## src/rtl/afs_ram.sv

```systemverilog
// Generic single-port-write, single-port-read RAM with registered read data.
module afs_ram #(
	parameter int WIDTH = 8,
	parameter int DEPTH = 16
) (
	input  logic                     clk,
	input  logic                     we,
	input  logic [$clog2(DEPTH)-1:0] waddr,
	input  logic [WIDTH-1:0]         wdata,
	input  logic [$clog2(DEPTH)-1:0] raddr,
	output logic [WIDTH-1:0]         rdata
);

	logic [WIDTH-1:0] mem [DEPTH];

	always_ff @(posedge clk) begin
		if (we) begin
			mem[waddr] <= wdata;
		end
		rdata <= mem[raddr];
	end

endmodule

```

## config.mk

```make
export PLATFORM = sky130hd
export DESIGN_NAME = afs_ram
export DESIGN_NICKNAME = d
export VERILOG_FILES = /design/src/rtl/afs_ram.sv
export SDC_FILE = /design/constraint.sdc
export NUM_CORES = 1
export LEC_CHECK = 0
export BUFFER_PORTS_ARGS = -buffer_cell sky130_fd_sc_hd__clkbuf_2
export CORE_ASPECT_RATIO = 1.2
export CORE_MARGIN = 8
export CORE_UTILIZATION = 45
export CTS_CLUSTER_DIAMETER = 30
export DETAILED_ROUTE_END_ITERATION = 6
export PLACE_DENSITY = 0.62
export RECOVER_POWER = 25
export SLEW_MARGIN = 25
export SYNTH_ARGS = -nofsm -noshare
export SYNTH_HDL_FRONTEND = slang
export SYNTH_SLANG_ARGS = --single-unit
export TNS_END_PERCENT = 30
```

## constraint.sdc

```tcl
create_clock -name clk -period 2.8 [get_ports clk]
set_clock_uncertainty 0.15 [all_clocks]
set_input_delay 0.42 -clock clk [delete_from_list [all_inputs] [get_ports clk]]
set_output_delay 0.42 -clock clk [all_outputs]
set_load 0.01 [all_outputs]
```

After elaboration in Yosys (flattened, before gate mapping)
Memories as Yosys holds them, arrays and structs flattened. A register that Yosys moved wholly into a read port is not among the register bits.
Cells that the tools add are included.
Widths: inputs -> output; s select.
Cells by class
  $add $sub $neg: 0
  $mul: 0
  divide/modulo/power cells: 0
  $lt $le $gt $ge: 0
  equality and inequality tests: 0
  shift operators: 0
  muxes and demuxes: 2
  bitwise gates (word level): 0
  reduce and logical (&&, ||, !) cells: 0
Operators by type and width (number)
  $mux 1: 2
Storage, ports and cells
  flip-flop bits (word level): 0
  latch bits: 0
  bits in writable memories: 128
  bits in read-only memories: 0
  bits of input ports: 18
  output and inout port bits: 8
  word-level logic and storage cells: 3
  memories: 1
Memory list
  mem: depth 16, bits a word 8, rd ports 1, clocked after Yosys merged registers in 1, write ports 1, RTL line 14  | logic [WIDTH-1:0] mem [DEPTH];

Logic depth before layout (Yosys ltp)
  depth after elaboration: 2
  depth in mapped cells: 5
  depth with buffers taken out: 3

Worst setup path after synthesis
No wires, ideal clock.
  path type: input to register
  start point: input waddr[2]
  end point: memory mem[0][0] (enable)
  setup time: 0.383 ns
  data arrival time: 1.530 ns
  required time: 2.267 ns
  slack: 0.737 ns
  stages on the path: 2
  path buffers: 0
  cell sequence: or3b_2 > nor3_1
RTL lines
  start: declaration: RTL line 8  | input logic [$clog2(DEPTH)-1:0] waddr,
  end: declaration: RTL line 14
No word-level cell before the write port.

Worst setup path after layout
  start point: input waddr[2]
  end point: memory mem[2][6] (enable)
No word-level cell before the write port.

==> reports/metrics.cfg <==
[run_status]
status=finished, final reports clean

[global_routing]
grt_pass1_vias=2555
overflow=0
grt_max_degree=33
grt_pass1_wl_um=15200
antenna_found_initial=0
grt_usage_pct=14.3

[die]
start_util_pct=45.3
die_x_um=114
row_count=43
io_pins=26
die_area_um2=15100
core_area_um2=11400
die_h_um=133

[logic_synthesis]
synth_area_um2=5150
ys_warn_count=0
ys_types=19
synth_top_area_cell=edfxtp_1
syn-num-nets=247
syn-mean-instance-area_um2=22.5
synth_area_leaders=edfxtp_1 (75%), mux4_2 (7.9%), mux4_1 (7.1%), dfxtp_1 (3.1%), a22oi_1 (2.3%)
synth-seq-area-share_pct=77.8
synth_top_area_share_pct=74.7
synth_seq_cells=136
synthCells=229

[worst_setup_path]
worst_path_max_delay_cell=nor2_1
path_class=primary input to flip-flop
crit_path_max_incr_delay_ps=660
r2r-end=rdata[1]$_DFF_P_
path_cells=clkbuf_2, or3b_2, nor2_1
r2r_cells=3
endpoint_kind=flip-flop
crit_fanout=8
crit-reg2reg-launch=mem[9][1]$_DFFE_PP_
r2r_slack_ps=1280
crit_buf_inv=1
worstSetupStartpointType=primary input
critical_path_depth=3
cpLargestDelayFamily=simple AND/OR/NAND/NOR gates
worstPathArrival_ps=1690
crit_required_ps=2680

[finish]
antennaDiodeCount=0
drive_above_1_share_pct=26.8
area_delta_synth_final_pct=17.6
final_cell_mix=edfxtp_1 (128), clkbuf_2 (20), mux4_2 (18)
finalNetCount=296
final_core_util_pct=53.3
final_common_cell=edfxtp_1
fillers=894

[clocking]
cts_tree=built
htree_levels=4
clkTransAtPathRegs_ps=60
clockBufferDepth=2
cts_buffers=17
cts_resized=0
cts_hold_buf=0
clock_latency_ps=410
cts_setup_buffers=0
clock_sinks=136
cts_root_buf=clkbuf_16

[sta]
setup_viol=0
slew_violations=0
max_slew_margin_pct=43.9
rsz0062_at_grt=no
fin_crit_sh_pct=64.8
max_freq_ghz=0.551
setup_tns_ps=0
min_period_ps=1810
hold_viol=0
worst_pin_slew_ps=838

[power_and_ir_drop]
p_seq_share_pct=50.4
p_leak_nw=2.04
p_int_mw=3.68
powerDensity_nw_per_um2=752
swShare_pct=19.2
combPwrFrac_pct=4.6
switchingPower_mw=0.874
peakVddDrop_v=0.000389
p_clk_share_pct=45.0

[drt]
drc_errors=0
ant_nets=0
routed_via_density=5.40
routed_wl_um=9940
dr.pass1.iters=4
wl_per_cell_um=22.2
drt-initial-drc-count=109
vias=2419

[flow_run]
maxCapViolCount=0

[placement]
hpwl_um=6380
place_congestion=0.732
io_buffer_count=25

[hold_path]
hp-start=waddr[0]
min_path_type=primary input to flip-flop
whs_path_depth=2
holdPathEnd=mem[4][2]$_DFFE_PP_

==> registers in the layout (all words and copies together), names as in the netlist <==
name / count
mem: 128
rdata: 8
==> cell type report <==
type / count / area [um^2] / share of cell area (%)
clock inverters: 4 / 43.8 / 0.724
well taps: 157 / 196 / 3.25
flip-flops and latches: 136 / 4000 / 66.2
repair buffers: 40 / 244 / 4.03
multi-input cells: 83 / 1060 / 17.5
clock buffers: 28 / 507 / 8.37
==> worst max-delay path by stage <==
stage	slack (ps)	startpoint	end
2_1_floorplan	740	waddr[2]	mem[0][0]$_DFFE_PP_
3_3_place_gp	520	waddr[2]	mem[1][7]$_DFFE_PP_
3_5_place_dp	520	waddr[2]	mem[2][7]$_DFFE_PP_
4_1_cts	950	waddr[2]	mem[2][5]$_DFFE_PP_
5_1_grt	940	waddr[2]	mem[2][5]$_DFFE_PP_
6_report	990	waddr[2]	mem[2][6]$_DFFE_PP_
==> per-layer routing <==
| metal | track usage [%] | vias to the layer above | part of all wire (%) | routed length, um |
|---|---|---|---|---|
| met2 | 22.4 | 92 | 51 | 5110 |
| met4 | 6.97 | 0 | 1.6 | 159 |
| met3 | 4.44 | 11 | 5.3 | 525 |
| met1 | 17.4 | 1240 | 42 | 4140 |
| met5 | 0 | - | 0 | 0 |
| li1 | - | 1076 | - | - |
==> through the flow <==
step / setup WS [ps] / instance area [um^2] / std cells / power (mW) / hold WS, ps
finish: 986 / 6050 / 448 / 4.55 / 265
global route: 936 / 6050 / 448 / 4.69 / 264
CTS: 952 / 6060 / 448 / 4.58 / 248
detailed placement: 519 / 5510 / 416 / 2.55 / 521
global placement: 517 / 5510 / 416 / 2.54 / 504
floorplan: 737 / 5150 / 229 / 2.45 / 369
==> synth_stat cells <==
cell type          n
buf_6              3
buf_2              3
nand3_1            1
edfxtp_1         128
nand3b_1           2
nor3_1             4
and2b_1            1
and2_1             1
nor2_1            13
a22oi_1           16
nor2b_1            1
or3b_2             1
mux4_1            14
nand2b_1           2
nand2_1            9
mux4_2            18
dfxtp_1            8
buf_4              1
clkdlybuf4s25_2    3
==> kinds of logic after synthesis <==
| kind of cell | after synthesis | synth area share (%) |
|---|---|---|
| multiplexers | 32 | 15.0 |
| flip-flops | 136 | 77.8 |
| buffers and inverters | 10 | 1.68 |
| AND/OR/NAND/NOR | 35 | 3.18 |
| AO/OA/AOI/OAI | 16 | 2.33 |
==> power by group through the flow <==
| stage | logic [mW] | registers (mW) | clock network [mW] |
|---|---|---|---|
| after global routing | 0.226 | 2.30 | 2.17 |
| after CTS | 0.214 | 2.29 | 2.08 |
| after global placement | 0.209 | 2.33 | 0 |
| after detailed placement | 0.214 | 2.33 | 0 |
| after floorplan | 0.116 | 2.33 | 0 |
| final | 0.209 | 2.29 | 2.05 |
Note: power is estimated with default switching activity, not from simulation.
