## src/rtl/afs_pkg.sv

```systemverilog
// Shared types and constants for the animation frame sequencer.
package afs_pkg;

	localparam int DEF_MAX_FRAMES = 256;
	localparam int DEF_MAX_STEPS  = 64;

	localparam int BANK_W     = 32;
	localparam int DELAY_W    = 20;
	localparam int ELAPSED_W  = 24;
	localparam int FCOUNT_W   = 9;
	localparam int FRAC_BITS  = 4;

	localparam logic [DELAY_W-1:0] MIN_DELAY_MS     = DELAY_W'(10);
	localparam logic [DELAY_W-1:0] DEFAULT_DELAY_MS = DELAY_W'(100);

	typedef enum logic [2:0] {
		OP_WRITE_DELAY = 3'd0,
		OP_RESTART     = 3'd1,
		OP_UPLOADED    = 3'd2,
		OP_TICK        = 3'd3,
		OP_RELEASE     = 3'd4
	} op_t;

	// one frame step: does the bank cover the delay, and what is left
	typedef struct packed {
		logic              hit;
		logic [BANK_W-1:0] bank_rem;
	} step_res_t;

endpackage

```

## src/rtl/afs_step.sv

```systemverilog
// Frame step datapath: bank versus scaled delay, subtract, wrapped next frame.
module afs_step #(
	parameter int MAX_FRAMES = afs_pkg::DEF_MAX_FRAMES
) (
	input  logic [afs_pkg::BANK_W-1:0]        bank,
	input  logic [afs_pkg::DELAY_W-1:0]       delay,
	input  logic [$clog2(MAX_FRAMES)-1:0]     frame,
	input  logic [$clog2(MAX_FRAMES+1)-1:0]   count,
	output afs_pkg::step_res_t                res,
	output logic [$clog2(MAX_FRAMES)-1:0]     frame_next
);
	import afs_pkg::*;

	localparam int FW = $clog2(MAX_FRAMES);
	localparam int CW = $clog2(MAX_FRAMES + 1);

	logic [BANK_W-1:0] need;
	logic [CW-1:0]     inc;

	assign need = BANK_W'(delay) << FRAC_BITS;
	assign res.hit      = (bank >= need);
	assign res.bank_rem = bank - need;

	assign inc        = CW'(frame) + CW'(1);
	assign frame_next = (inc >= count) ? '0 : inc[FW-1:0];

endmodule

```

## config.mk

```make
export PLATFORM = sky130hd
export DESIGN_NAME = afs_step
export DESIGN_NICKNAME = d
export VERILOG_FILES = /design/src/rtl/afs_pkg.sv /design/src/rtl/afs_step.sv
export SDC_FILE = /design/constraint.sdc
export NUM_CORES = 1
export LEC_CHECK = 0
export BUFFER_PORTS_ARGS = -buffer_cell sky130_fd_sc_hd__buf_2
export CORE_MARGIN = 5
export CORE_UTILIZATION = 41
export DETAILED_ROUTE_END_ITERATION = 10
export PLACE_DENSITY = 0.81
export REMOVE_ABC_BUFFERS = 1
export SYNTH_ARGS = -nofsm -noshare
export SYNTH_HDL_FRONTEND = slang
export SYNTH_SLANG_ARGS = --single-unit
```

## constraint.sdc

```tcl
create_clock -name vclk -period 2.35
set_input_delay 0.3525 -clock vclk [all_inputs]
set_output_delay 0.3525 -clock vclk [all_outputs]
set_load 0.03 [all_outputs]
```

==> results.toml, run 1 <==
[run_status]
status = "stopped before the end"
haltStage = "global routing"
tool.error = "[ERROR DPL-0038] Utilization greater than 100%, impossible to legalize"

[placement]
globalplace.congestion = 0.860
io_buffers = 110
hpwl_um = 5490

[timing]
worstEndpointType = "primary output"
crit_endpoint = "res[29]"

[yosys]
synth.avg_cell_area_sq_um = 6.75
netlist_instances = 252
synth_warnings = 0
netlist_area_sq_um = 1700
yosysSeqAreaShare = 0
ys_types = 47

[floorplan]
initial_core_util = 0.425
die_width_um = 74.4
ios = 110
die_h_um = 74.4
rows = 23

[clock_tree]
hold_buffers = 0

[grt]
grt_max_degree = 9
-- cells in the mapped netlist, types with 3 or more instances --
master | n | area share
inv_1 | 32 | 0.071
ha_1 | 30 | 0.22
a21oi_1 | 26 | 0.077
nor2_1 | 24 | 0.053
nand2_1 | 16 | 0.035
o21ai_0 | 16 | 0.047
xnor2_1 | 15 | 0.077
xor2_1 | 14 | 0.072
nand2b_1 | 9 | 0.033
nand3_1 | 6 | 0.018
nor3_1 | 5 | 0.015
a21o_1 | 4 | 0.018
buf_4 | 4 | 0.018
o211ai_1 | 4 | 0.018
nand4_1 | 3 | 0.011
nor2b_1 | 3 | 0.011
o21a_1 | 3 | 0.013
-- cells by family after synthesis --
| logic type | Yosys count | synth area share |
|---|---|---|
| and+or+nand+nor | 79 | 0.230 |
| adders and majority gates | 31 | 0.233 |
| buffers and inverters | 41 | 0.105 |
| AOI/OAI and AO/OA | 72 | 0.283 |
| xor gates and xnor gates | 29 | 0.149 |
-- stage by stage --
stage	TNS, ns	instances	setup WS, ns	hold slack, ns	cell area (sq um)
floorplan	-6.70	243	-0.558	0.705	1640
global placement	-7.77	484	-0.406	0.975	2860
detailed placement	-9.56	484	-0.495	0.974	2860
CTS	-3.13	492	-0.209	0.975	3540
-- repair_timing --
item                       4_1_cts
resized for setup              139
buffers inserted                 9
setup endpoints to repair       31
pin swaps                       65
==> inputs of run 2 (changes only) <==
--- a/config.mk
+++ b/config.mk
@@ -7,9 +7,9 @@
 export LEC_CHECK = 0
 export BUFFER_PORTS_ARGS = -buffer_cell sky130_fd_sc_hd__buf_2
 export CORE_MARGIN = 5
-export CORE_UTILIZATION = 41
+export CORE_UTILIZATION = 40
 export DETAILED_ROUTE_END_ITERATION = 10
-export PLACE_DENSITY = 0.81
+export PLACE_DENSITY_LB_ADDON = 0.15
 export REMOVE_ABC_BUFFERS = 1
 export SYNTH_ARGS = -nofsm -noshare
 export SYNTH_HDL_FRONTEND = slang
==> constraint.sdc (replaced) <==
create_clock -name vclk -period 3.06
set_input_delay 0.459 -clock vclk [all_inputs]
set_output_delay 0.459 -clock vclk [all_outputs]
set_load 0.03 [all_outputs]
==> run 2 against run 1 <==
Against the previous run: the flow now finishes without violations; synthesized cell count stayed put; area after synthesis stayed put.
==> results.toml, run 2 <==
[drt]
viasPerCell = 5.05
wirelength_um = 5120
drt_iter0_drc = 40
vias = 2132
dr.pass1.iters = 4
antenna_left = 0
wl_met1_um = 2110
wl_per_cell_um = 12.1
detailroute.wirelength.met3_um = 334
drc = 0
met2_length_um = 2640
routed.top_layer = "met4"

[placement]
globalplace.congestion = 0.835
io_buffers = 110
dp_cells = 421
placed_area_sq_um = 2390
hpwl_um = 4520

[timing]
setup-tns-final_ns = 0
hold_violations = 0
rsz0062_at_grt = "true"
post-route-period-util = 0.969
worst_pin_slew_ns = 0.416
slew_headroom = 0.719
period_needed_ns = 2.96
setup_violations = 0
fmax_mhz = 337
drv_slew = 0

[pwr]
peakVddDrop_mv = 0.136
p_leak_nw = 1.35
total_power_mw = 0.647
p_per_area_nw_per_um2 = 264

[final_layout]
final-seq-area_sq_um = 0
fin_nets = 474
final_layout_size_suffix_gt1_frac = 0.390
fin_area_sq_um = 2450
area_growth_pct = 44.4
diodes = 0
fill_cells = 405
clkbuf_count = 0
final_cell_mix = "105 x buf_2, 32 x inv_1, 29 x ha_1"
seq_cell_count = 0
final_common_cell = "buf_2"
instances_no_fill = 422
multi_input_area_sq_um = 1570

[floorplan]
initial_core_util = 0.419
die_width_um = 75.2
core_region_area_sq_um = 4060
dieArea_sq_um = 5660
ios = 110
die_h_um = 75.2
rows = 23

[grt]
track_usage = 0.173
grt_pass1_vias = 2053
globalRouteOverflowTotal = 0
antenna_found_initial = 0
grt_first_pass_wirelength_um = 8180
grt_max_degree = 9

[yosys]
muxShareOfSynthArea = 0
synth.avg_cell_area_sq_um = 6.75
netlist_area_sq_um = 1700
synth_compound_area_frac = 0.283
synthTopCellsByArea = "ha_1 22%, xnor2_1 7.7%, a21oi_1 7.7%"
synth_warnings = 0
synth_top_family_by_area = "compound AO/OA/AOI/OAI gates"
netlist_instances = 252
ys_types = 47
yosysSeqAreaShare = 0
yosysMostFrequentCell = "inv_1"
synth_common_cells = "32 x inv_1, 30 x ha_1, 26 x a21oi_1, 24 x nor2_1"
synthAdderAreaFrac = 0.233
synthSimpleGateAreaFrac = 0.230
yosysTopAreaCell = "ha_1"
yosysTopAreaCellShare = 0.221
synth_xor_area_frac = 0.149

[setup_path]
cp-start-kind = "input port"
critPathCaptureType = "output port"
crit_type = "in2out"
worstPathRequired_ns = 2.60
crit_arrival_ns = 2.51
cp_max_fo = 5

[run_status]
status = "finished clean"

[flow_run]
max_cap_violations = 0

[min_path]
hp-class = "in2out"
==> run 2: layout make-up <==
type / instances / area share
inverters: 32 / 0.0489
multi-input cells: 211 / 0.638
well taps: 50 / 0.0255
repair buffers: 129 / 0.287
==> run 2: critical path, cell delays in order <==
cell       delay (ns)
buf_2            0.10
ha_1             0.36
a211oi_2         0.25
o21ai_1          0.14
a221oi_2         0.32
o21ai_4          0.13
a2111oi_4        0.36
xor2_1           0.18
clkbuf_4         0.21
==> run 2: per-stage QoR <==
stage / hold slack (ns) / setup slack (ns) / utilization
2_1_floorplan: 0.918 / -0.0606 / -
3_3_place_gp: 1.19 / -0.0608 / 0.589
3_5_place_dp: 1.19 / -0.130 / 0.589
4_1_cts: 1.19 / 0.0100 / 0.589
5_1_grt: 1.20 / -0.0458 / 0.605
6_report: 1.19 / 0.0954 / 0.605
==> run 2: per-layer routing <==
layer	track usage	vias up
met1	0.216	939
met2	0.334	65
met5	0	-
met4	0.0136	0
met3	0.0107	4
li1	-	1124
==> run 2: what timing repair did <==
action | 4_1_cts | 5_1_grt
setup endpoints to repair | 10 | 23
buffers inserted | 0 | 1
hold buffers | 0 | 0
gates resized for setup | 2 | 19
pin swaps | 1 | 5
==> run 2: where the power goes <==
group	leakage (nW)	internal [mW]	switching [mW]
Sequential	0	0	0
Combinational	1.35	0.248	0.399
Clock	0	0	0
Total	1.35	0.248	0.399
==> run 2: logic make-up after synthesis <==
family                     Yosys count
adders and majority gates           31
xor gates and xnor gates            29
and+or+nand+nor                     79
buffers and inverters               41
AOI/OAI and AO/OA                   72
==> run 2: final timing paths <==
| check | from | end | depth (start not counted) |
|---|---|---|---|
| worst max-delay path | bank[16] | res[29] | 9 |
| worst min-delay path | bank[1] | res[1] | 2 |
No activity file was read; power rests on OpenSTA's default activity.
